===== config.mk =====
export PLATFORM = sky130hd
export DESIGN_NAME = gtin_string_validator_flat
export DESIGN_NICKNAME = d
export VERILOG_FILES = /design/src/rtl/gsv_pkg.sv /design/src/rtl/gsv_if.sv /design/src/rtl/gsv_accum.sv /design/src/rtl/gsv_out_reg.sv /design/src/rtl/gtin_string_validator.sv /design/src/flat_wrapper.sv
export SDC_FILE = /design/constraint.sdc
export NUM_CORES = 1
export LEC_CHECK = 0
export BUFFER_PORTS_ARGS = -buffer_cell sky130_fd_sc_hd__buf_2
export CAP_MARGIN = 20
export CORE_UTILIZATION = 60
export CTS_CLUSTER_DIAMETER = 100
export DETAILED_ROUTE_END_ITERATION = 7
export PLACE_DENSITY = 0.9
export SLEW_MARGIN = 20
export SYNTH_ARGS = -nofsm -noshare
export SYNTH_HDL_FRONTEND = slang
export SYNTH_SLANG_ARGS = --single-unit

===== constraint.sdc =====
create_clock -name i_clk -period 10.8 [get_ports i_clk]
set_clock_uncertainty 0.15 [all_clocks]
set_input_delay 1.08 -clock i_clk [delete_from_list [all_inputs] [get_ports i_clk]]
set_output_delay 1.08 -clock i_clk [all_outputs]
set_load 0.01 [all_outputs]

===== src/rtl/gsv_pkg.sv =====
`timescale 1ns / 1ps
// ----------------------------------------------------------------------------
// GTIN string validator package
// Field widths, character codes, status codes and the structs passed between
// the validator modules.
// ----------------------------------------------------------------------------
package gsv_pkg;

    localparam int CHAR_W   = 8;
    localparam int COUNT_W  = 5;
    localparam int SUM_W    = 4;
    localparam int VALUE_W  = 60;
    localparam int STATUS_W = 3;

    localparam logic [CHAR_W-1:0] CHAR_ZERO  = 8'h30;
    localparam logic [CHAR_W-1:0] CHAR_NINE  = 8'h39;
    localparam logic [CHAR_W-1:0] CHAR_DASH  = 8'h2D;
    localparam logic [CHAR_W-1:0] CHAR_SPACE = 8'h20;

    typedef enum logic [STATUS_W-1:0] {
        ST_VALID   = 3'd0,
        ST_EMPTY   = 3'd1,
        ST_INVALID = 3'd2,
        ST_LONG    = 3'd3,
        ST_CHECK   = 3'd4
    } t_status;

    // One byte item handed from the input register to the accumulator.
    typedef struct packed {
        logic              take;
        logic [CHAR_W-1:0] char_code;
        logic              end_of_string;
    } t_item;

    typedef struct packed {
        t_status            status;
        logic [COUNT_W-1:0] digit_count;
        logic [VALUE_W-1:0] gtin_value;
    } t_result;

endpackage


===== src/rtl/gsv_if.sv =====
`timescale 1ns / 1ps
// ----------------------------------------------------------------------------
// GTIN string validator channels
// Valid/ready channels for the character items and for the result items.
// ----------------------------------------------------------------------------
interface gsv_char_if;
    logic       valid;
    logic       ready;
    logic [7:0] char_code;
    logic       end_of_string;

    modport source (output valid, output char_code, output end_of_string, input ready);
    modport sink   (input valid, input char_code, input end_of_string, output ready);
endinterface

interface gsv_result_if;
    logic        valid;
    logic        ready;
    logic [2:0]  status;
    logic [4:0]  digit_count;
    logic [59:0] gtin_value;

    modport source (output valid, output status, output digit_count, output gtin_value,
                    input ready);
    modport sink   (input valid, input status, input digit_count, input gtin_value,
                    output ready);
endinterface


===== src/rtl/gsv_accum.sv =====
`timescale 1ns / 1ps
// ----------------------------------------------------------------------------
// GTIN string accumulator
// Holds the running state of the current string and forms its result.
// ----------------------------------------------------------------------------
module gsv_accum #(
    parameter int unsigned MAX_DIGITS = 18
) (
    input  logic             i_clk,
    input  logic             i_rst_n,
    input  gsv_pkg::t_item   i_item,
    output gsv_pkg::t_result o_result
);
    import gsv_pkg::*;

    localparam logic [COUNT_W-1:0] MAX_CNT = COUNT_W'(MAX_DIGITS);
    localparam logic [COUNT_W-1:0] SAT_CNT = COUNT_W'(MAX_DIGITS + 1);

    logic               r_any, n_any;
    logic               r_lead, n_lead;
    logic               r_bad, n_bad;
    logic [COUNT_W-1:0] r_kept, n_kept;
    logic [SUM_W-1:0]   r_even, n_even;
    logic [SUM_W-1:0]   r_odd, n_odd;
    logic [VALUE_W-1:0] r_value, n_value;

    logic [CHAR_W-1:0]  w_diff;
    logic [SUM_W-1:0]   w_digit;
    logic               w_is_digit;
    logic               w_is_sep;
    logic [SUM_W:0]     w_sum_in;
    logic [SUM_W:0]     w_sum_raw;
    logic [SUM_W-1:0]   w_sum_mod;
    logic [VALUE_W-1:0] w_value_next;
    logic [SUM_W-1:0]   w_w1;
    logic [SUM_W-1:0]   w_w3;
    logic [5:0]         w_total;
    logic               w_check_ok;

    assign w_diff     = i_item.char_code - CHAR_ZERO;
    assign w_digit    = w_diff[SUM_W-1:0];
    assign w_is_digit = i_item.char_code inside {[CHAR_ZERO:CHAR_NINE]};
    assign w_is_sep   = i_item.char_code inside {CHAR_SPACE, CHAR_DASH};

    // Digits alternate between the two parity sums by their index from the left.
    assign w_sum_in  = r_kept[0] ? {1'b0, r_odd} : {1'b0, r_even};
    assign w_sum_raw = w_sum_in + {1'b0, w_digit};
    assign w_sum_mod = (w_sum_raw >= 5'd10) ? SUM_W'(w_sum_raw - 5'd10)
                                           : w_sum_raw[SUM_W-1:0];

    assign w_value_next = {r_value[VALUE_W-4:0], 3'b000} + {r_value[VALUE_W-2:0], 1'b0}
                        + {{(VALUE_W-SUM_W){1'b0}}, w_digit};

    always_comb begin
        n_any   = r_any;
        n_lead  = r_lead;
        n_bad   = r_bad;
        n_kept  = r_kept;
        n_even  = r_even;
        n_odd   = r_odd;
        n_value = r_value;
        if (i_item.take) begin
            if (i_item.end_of_string) begin
                n_any   = 1'b0;
                n_lead  = 1'b1;
                n_bad   = 1'b0;
                n_kept  = '0;
                n_even  = '0;
                n_odd   = '0;
                n_value = '0;
            end else begin
                n_any = 1'b1;
                if (!(r_lead && i_item.char_code == CHAR_ZERO)) begin
                    n_lead = 1'b0;
                    if (w_is_digit) begin
                        if (r_kept < MAX_CNT) begin
                            if (r_kept[0]) begin
                                n_odd = w_sum_mod;
                            end else begin
                                n_even = w_sum_mod;
                            end
                            n_value = w_value_next;
                            n_kept  = r_kept + 1'b1;
                        end else begin
                            n_kept = SAT_CNT;
                        end
                    end else if (!w_is_sep) begin
                        n_bad = 1'b1;
                    end
                end
            end
        end
    end

    always_ff @(posedge i_clk) begin
        if (!i_rst_n) begin
            r_any   <= 1'b0;
            r_lead  <= 1'b1;
            r_bad   <= 1'b0;
            r_kept  <= '0;
            r_even  <= '0;
            r_odd   <= '0;
            r_value <= '0;
        end else begin
            r_any   <= n_any;
            r_lead  <= n_lead;
            r_bad   <= n_bad;
            r_kept  <= n_kept;
            r_even  <= n_even;
            r_odd   <= n_odd;
            r_value <= n_value;
        end
    end

    // The rightmost digit has weight 1, so the weights follow the count's parity.
    assign w_w1    = r_kept[0] ? r_even : r_odd;
    assign w_w3    = r_kept[0] ? r_odd : r_even;
    assign w_total = {2'b00, w_w1} + {2'b00, w_w3} + {1'b0, w_w3, 1'b0};
    assign w_check_ok = w_total inside {6'd0, 6'd10, 6'd20, 6'd30};

    always_comb begin
        o_result.digit_count = r_kept;
        o_result.gtin_value  = '0;
        if (!r_any) begin
            o_result.status = ST_EMPTY;
        end else if (r_bad || r_kept == '0) begin
            o_result.status = ST_INVALID;
        end else if (r_kept > MAX_CNT) begin
            o_result.status = ST_LONG;
        end else if (!w_check_ok) begin
            o_result.status = ST_CHECK;
        end else begin
            o_result.status     = ST_VALID;
            o_result.gtin_value = r_value;
        end
    end

endmodule


===== src/rtl/gsv_out_reg.sv =====
`timescale 1ns / 1ps
// ----------------------------------------------------------------------------
// GTIN result register
// Holds one finished result item until the downstream side takes it.
// ----------------------------------------------------------------------------
module gsv_out_reg (
    input  logic             i_clk,
    input  logic             i_rst_n,
    input  logic             i_load,
    input  gsv_pkg::t_result i_result,
    output logic             o_free,
    gsv_result_if.source     o_result
);
    import gsv_pkg::*;

    logic    r_valid;
    t_result r_result;

    assign o_free = !r_valid || o_result.ready;

    always_ff @(posedge i_clk) begin
        if (!i_rst_n) begin
            r_valid <= 1'b0;
        end else if (i_load) begin
            r_valid <= 1'b1;
        end else if (o_result.ready) begin
            r_valid <= 1'b0;
        end
    end

    always_ff @(posedge i_clk) begin
        if (i_load) begin
            r_result <= i_result;
        end
    end

    assign o_result.valid       = r_valid;
    assign o_result.status      = r_result.status;
    assign o_result.digit_count = r_result.digit_count;
    assign o_result.gtin_value  = r_result.gtin_value;

endmodule


===== src/rtl/gtin_string_validator.sv =====
`timescale 1ns / 1ps
// The result of an end item is valid from the edge at which that item leaves the input
// register, which it can leave only when the result register is free.
// Throughput: one item per cycle; only an end item waits, for the result register.
// Reset: synchronous, active low; clears the handshake state and the string state.
// ----------------------------------------------------------------------------
// GTIN string validator
// Checks a byte stream as a GS1 GTIN with the mod-10 check digit.
// ----------------------------------------------------------------------------
module gtin_string_validator #(
    parameter int unsigned MAX_DIGITS = 18
) (
    input  logic         i_clk,
    input  logic         i_rst_n,
    gsv_char_if.sink     i_char,
    gsv_result_if.source o_result
);
    import gsv_pkg::*;

    logic              r_in_valid;
    logic [CHAR_W-1:0] r_in_char;
    logic              r_in_eos;
    logic              w_out_free;
    logic              w_take;
    t_item             w_item;
    t_result           w_result;

    // An ordinary byte always moves on; an end item needs the result register.
    assign w_take       = r_in_valid && (!r_in_eos || w_out_free);
    assign i_char.ready = !r_in_valid || w_take;

    always_ff @(posedge i_clk) begin
        if (!i_rst_n) begin
            r_in_valid <= 1'b0;
        end else if (i_char.ready) begin
            r_in_valid <= i_char.valid;
        end
    end

    always_ff @(posedge i_clk) begin
        if (i_char.valid && i_char.ready) begin
            r_in_char <= i_char.char_code;
            r_in_eos  <= i_char.end_of_string;
        end
    end

    assign w_item.take          = w_take;
    assign w_item.char_code     = r_in_char;
    assign w_item.end_of_string = r_in_eos;

    gsv_accum #(
        .MAX_DIGITS (MAX_DIGITS)
    ) u_accum (
        .i_clk    (i_clk),
        .i_rst_n  (i_rst_n),
        .i_item   (w_item),
        .o_result (w_result)
    );

    gsv_out_reg u_out_reg (
        .i_clk    (i_clk),
        .i_rst_n  (i_rst_n),
        .i_load   (w_take && r_in_eos),
        .i_result (w_result),
        .o_free   (w_out_free),
        .o_result (o_result)
    );

endmodule


===== src/flat_wrapper.sv =====
// flat-port wrapper written by rule: the top's interface ports become plain ports
module gtin_string_validator_flat import gsv_pkg::*;
#(
    parameter int unsigned MAX_DIGITS = 18
)
  (i_clk, i_rst_n, i_char_valid, i_char_char_code, i_char_end_of_string, i_char_ready, o_result_valid, o_result_status, o_result_digit_count, o_result_gtin_value, o_result_ready);
  gsv_char_if i_char_i ();
  gsv_result_if o_result_i ();
  input  logic i_clk;
  input  logic i_rst_n;
  input wire logic [$bits(i_char_i.valid)-1:0] i_char_valid;
  input wire logic [$bits(i_char_i.char_code)-1:0] i_char_char_code;
  input wire logic [$bits(i_char_i.end_of_string)-1:0] i_char_end_of_string;
  output wire logic [$bits(i_char_i.ready)-1:0] i_char_ready;
  output wire logic [$bits(o_result_i.valid)-1:0] o_result_valid;
  output wire logic [$bits(o_result_i.status)-1:0] o_result_status;
  output wire logic [$bits(o_result_i.digit_count)-1:0] o_result_digit_count;
  output wire logic [$bits(o_result_i.gtin_value)-1:0] o_result_gtin_value;
  input wire logic [$bits(o_result_i.ready)-1:0] o_result_ready;
  assign i_char_i.valid = i_char_valid;
  assign i_char_i.char_code = i_char_char_code;
  assign i_char_i.end_of_string = i_char_end_of_string;
  assign i_char_ready = i_char_i.ready;
  assign o_result_valid = o_result_i.valid;
  assign o_result_status = o_result_i.status;
  assign o_result_digit_count = o_result_i.digit_count;
  assign o_result_gtin_value = o_result_i.gtin_value;
  assign o_result_i.ready = o_result_ready;
  gtin_string_validator #(.MAX_DIGITS(MAX_DIGITS)) u_core (.i_clk(i_clk), .i_rst_n(i_rst_n), .i_char(i_char_i), .o_result(o_result_i));
endmodule

==> results.md <==
- Setup tns final: 0 ps
- Die area: about 17000 sq um
- CTS tree: done
- Syn avg cell area: around 10 sq um
- Initial DRC count: approximately 740
- P&R area growth vs syn: 10.7%
- GPL Wtd Cong: between 0.9 and 1
- # resized after CTS: 0
- Core area: approximately 17000 sq um
- Final setup vio count: 0
- Root Driver: clkbuf_16
- Crit path time final: approximately 4000 ps
- Crit Path Max Fanout: 5
- # port buffers: approximately 80
- Cell area power density: 115 nW/um^2
- Final count of hold timing violations: 0
- Slew headroom: between 30% and 40%
- GRT overflow: 0
- Largest net degree at the start of global routing: 59
- # clock sinks: about 160
- Yosys reg bits: ~160
- Die W: about 130 microns
- Fillers: around 1200
- Number of I/O pins: 83
- ANT cells: 0
- Worst Path Required: between 10000 and 15000 ps
- XOR/XNOR Fraction of Synth Area: around 5.4%
- Most used DFF post-synth: dfxtp_1
- Post-Route WL: roughly 23 mm
- Seq/Total Area, Yosys: roughly two fifths
- H-tree depth: 4
- Period utilization: between 30% and 40%
- Area of placed instances: 10600 sq um
- HPWL after DPL: roughly 17 mm
- Library cells used by synthesis: 73
- Status: finished, final reports clean
- Antenna Violating Nets Remaining: 0
- Initial core utilization: 61.3%
- Post-Layout Inst Area: 11200 sq um
- Initial antenna violation count: 0
- Hold Path Depth: 1
- Largest family of logic cells by synthesized area: compound AO/OA/AOI/OAI gates
- Area share of fa/ha/maj cells after synthesis: between 15 and 20%
- Num rows: between 40 and 50
- Synth warn: 0
- CTS Hold Bufs: 0
- Syn_nets: roughly 1200
- Worst-Skew Late Latency: 440 ps
- Worst VDD drop: about 0.11 mV
- Clock-pin slew on the worst setup and hold paths: approximately 60 ps
- Worst Path Class, Setup: reg -> reg
- DR WL/cell: ~18 microns
- Die span in y: between 100 and 150 microns
- Simple-gate share of the synthesized area: about 16%
- Cells on worst reg2reg path: 14
- Via/cell ratio: 6.17
- CTS Buffer Depth: 2
- RSZ-0062 raised after global routing: no
- CTS buffer count: 17
- Via count: slightly above 8000
- First-pass GRT wire length: roughly 38 mm
- Nature of the critical path endpoint: flop
- Post-Syn Area: slightly above 10000 sq um
- EDFF count, synth: 77
- LEAKAGE: approximately 5.1 nW
- Drt pass-1 iters: 7
- Share of layout cells above drive strength 1: between 10% and 20%
- Worst Max-Slew Pin Slew: about 970 ps
- Mux share of post-synthesis cell area: roughly 1.5%
- # DRC: 0
- Crit path DAT: approximately 4200 ps
- Max-slew violation count: 0
- Max cap viols: 0
- Async set or reset register ratio after synthesis: 0%
- HP Class: reg -> reg
- Syn Inst Count: 1025
- F_max: between 200 and 250 MHz
- Final hold slack: ~300 ps
- Vias in the first global route: between 7000 and 8000
- Final nets: around 1200
- Crit path launch type: flop
- Post-CTS setup repair buffer count: 0
- Post-synthesis compound-gate area fraction: about 19%
- Overall routing resource usage: between 20% and 30%
==> registers in the layout, summed over array words and instances, names as in the netlist <==
signal                                 cells
u_core.u_out_reg.o_result.digit_count      5
u_core.u_accum.r_kept                      5
u_core.u_accum.r_odd                       4
u_core.u_accum.r_any                       1
u_core.u_out_reg.o_result.gtin_value      60
u_core.r_in_eos                            1
u_core.r_in_valid                          1
u_core.u_accum.r_bad                       1
u_core.u_accum.r_even                      4
u_core.u_accum.r_lead                      1
u_core.r_in_char                           8
u_core.u_accum.r_value                    60
u_core.u_out_reg.o_result.valid            1
u_core.u_out_reg.o_result.status           3
==> cell usage after synthesis, types with 4 or more instances <==
master      n  area [sq um]
a31o_2      4          35.0
fa_1        7           140
inv_1      22          82.6
nand2_1    87           327
o211ai_1    5          37.5
ha_1      127          1590
nor4_1      4          25.0
xnor2_1    39           342
o21a_1      6          45.0
xor2_1     24           210
mux2i_1     6          60.1
nand3_1     9          45.0
nand4_1    19           119
a21o_1     32           240
nor3_1     19          95.1
a21oi_1    83           415
dfxtp_1    78          1560
o21bai_1   12          90.1
and4_1      5          43.8
nor2_1     37           139
mux2_2      8          90.1
o21ai_0    68           340
nand3b_1    4          30.0
a31oi_1     5          31.3
and2_1     60           375
a21boi_0    5          37.5
a22oi_1    21           158
nor2b_1    46           288
edfxtp_1   77          2310
o21ai_1     6          30.0
clkbuf_1   33           124
==> critical path, stage by stage, from the launching register on <==
cell	delay (ps)
dfxtp_1	370
inv_1	90
fa_1	530
inv_1	70
fa_1	470
a21o_1	220
a221oi_2	340
o211ai_2	190
a211oi_2	320
o21a_1	260
o41ai_2	140
a31o_2	290
a221oi_2	240
xor2_1	180
o21ai_1	70
==> through the flow <==
step / setup WS, ps / total power, mW / instances / util [%]
3_5_place_dp: 6790 / 0.700 / 1290 / 64.3
2_1_floorplan: 6160 / 0.681 / 1025 / -
5_1_grt: 6470 / 1.32 / 1322 / 67.9
3_3_place_gp: 6860 / 0.697 / 1290 / 64.3
6_report: 6740 / 1.29 / 1322 / 67.9
4_1_cts: 6750 / 1.29 / 1322 / 67.9
==> cells by family (layout without fill, tap and decap cells) <==
kind of cell / after synthesis / count (layout)
buffers and inverters: 65 / 142
DFF: 155 / 155
AOI/OAI and AO/OA: 285 / 285
xor gates and xnor gates: 63 / 63
adders and majority gates: 134 / 134
and+or+nand+nor: 309 / 309
muxes: 14 / 14
==> final cells by class <==
type	instances	area [sq um]	share of cell area [%]
Clock buffer	20	437	3.89
Clock inverter	12	149	1.33
Inverter	22	82.6	0.736
Multi-Input combinational cell	805	5950	53.0
Sequential cell	155	3870	34.5
Tap cell	220	275	2.45
Timing Repair Buffer	88	455	4.06
==> metal layers <==
layer	global-route usage, %	wire, microns	vias to the layer above
li1	-	-	3873
met1	34.7	9820	3831
met2	44.4	11000	366
met3	5.23	1510	85
met4	14.1	875	0
met5	0	0	-
==> cells in the final DEF (no fill, tap or decap), types with 7 or more instances in the layout <==
cell,n
ha_1,127
nand2_1,86
a21oi_1,83
buf_2,82
dfxtp_1,78
edfxtp_1,77
o21ai_0,68
and2_1,60
nor2b_1,46
xnor2_1,39
nor2_1,35
a21o_1,32
xor2_1,24
inv_1,22
a22oi_1,21
nand4_1,19
nor3_1,19
clkbuf_16,17
o21bai_1,12
nand3_1,9
mux2_2,8
fa_1,7
==> power breakdown <==
group          leakage, nW  internal, mW  switching, mW
logic                 3.40        0.0213         0.0378
clock network        0.267         0.361          0.237
registers             1.39         0.624        0.00571
total                 5.06          1.01          0.281
==> final timing paths <==
path,from,to,slack (ps)
min reg2reg,u_core.u_accum.r_lead,u_core.u_accum.r_lead,300
max,u_core.u_accum.r_value[0],u_core.u_accum.r_value[58],6740
max reg2reg,u_core.u_accum.r_value[0],u_core.u_accum.r_value[58],6740
min,u_core.u_accum.r_lead,u_core.u_accum.r_lead,300
No activity file was read; power rests on OpenSTA's default activity.
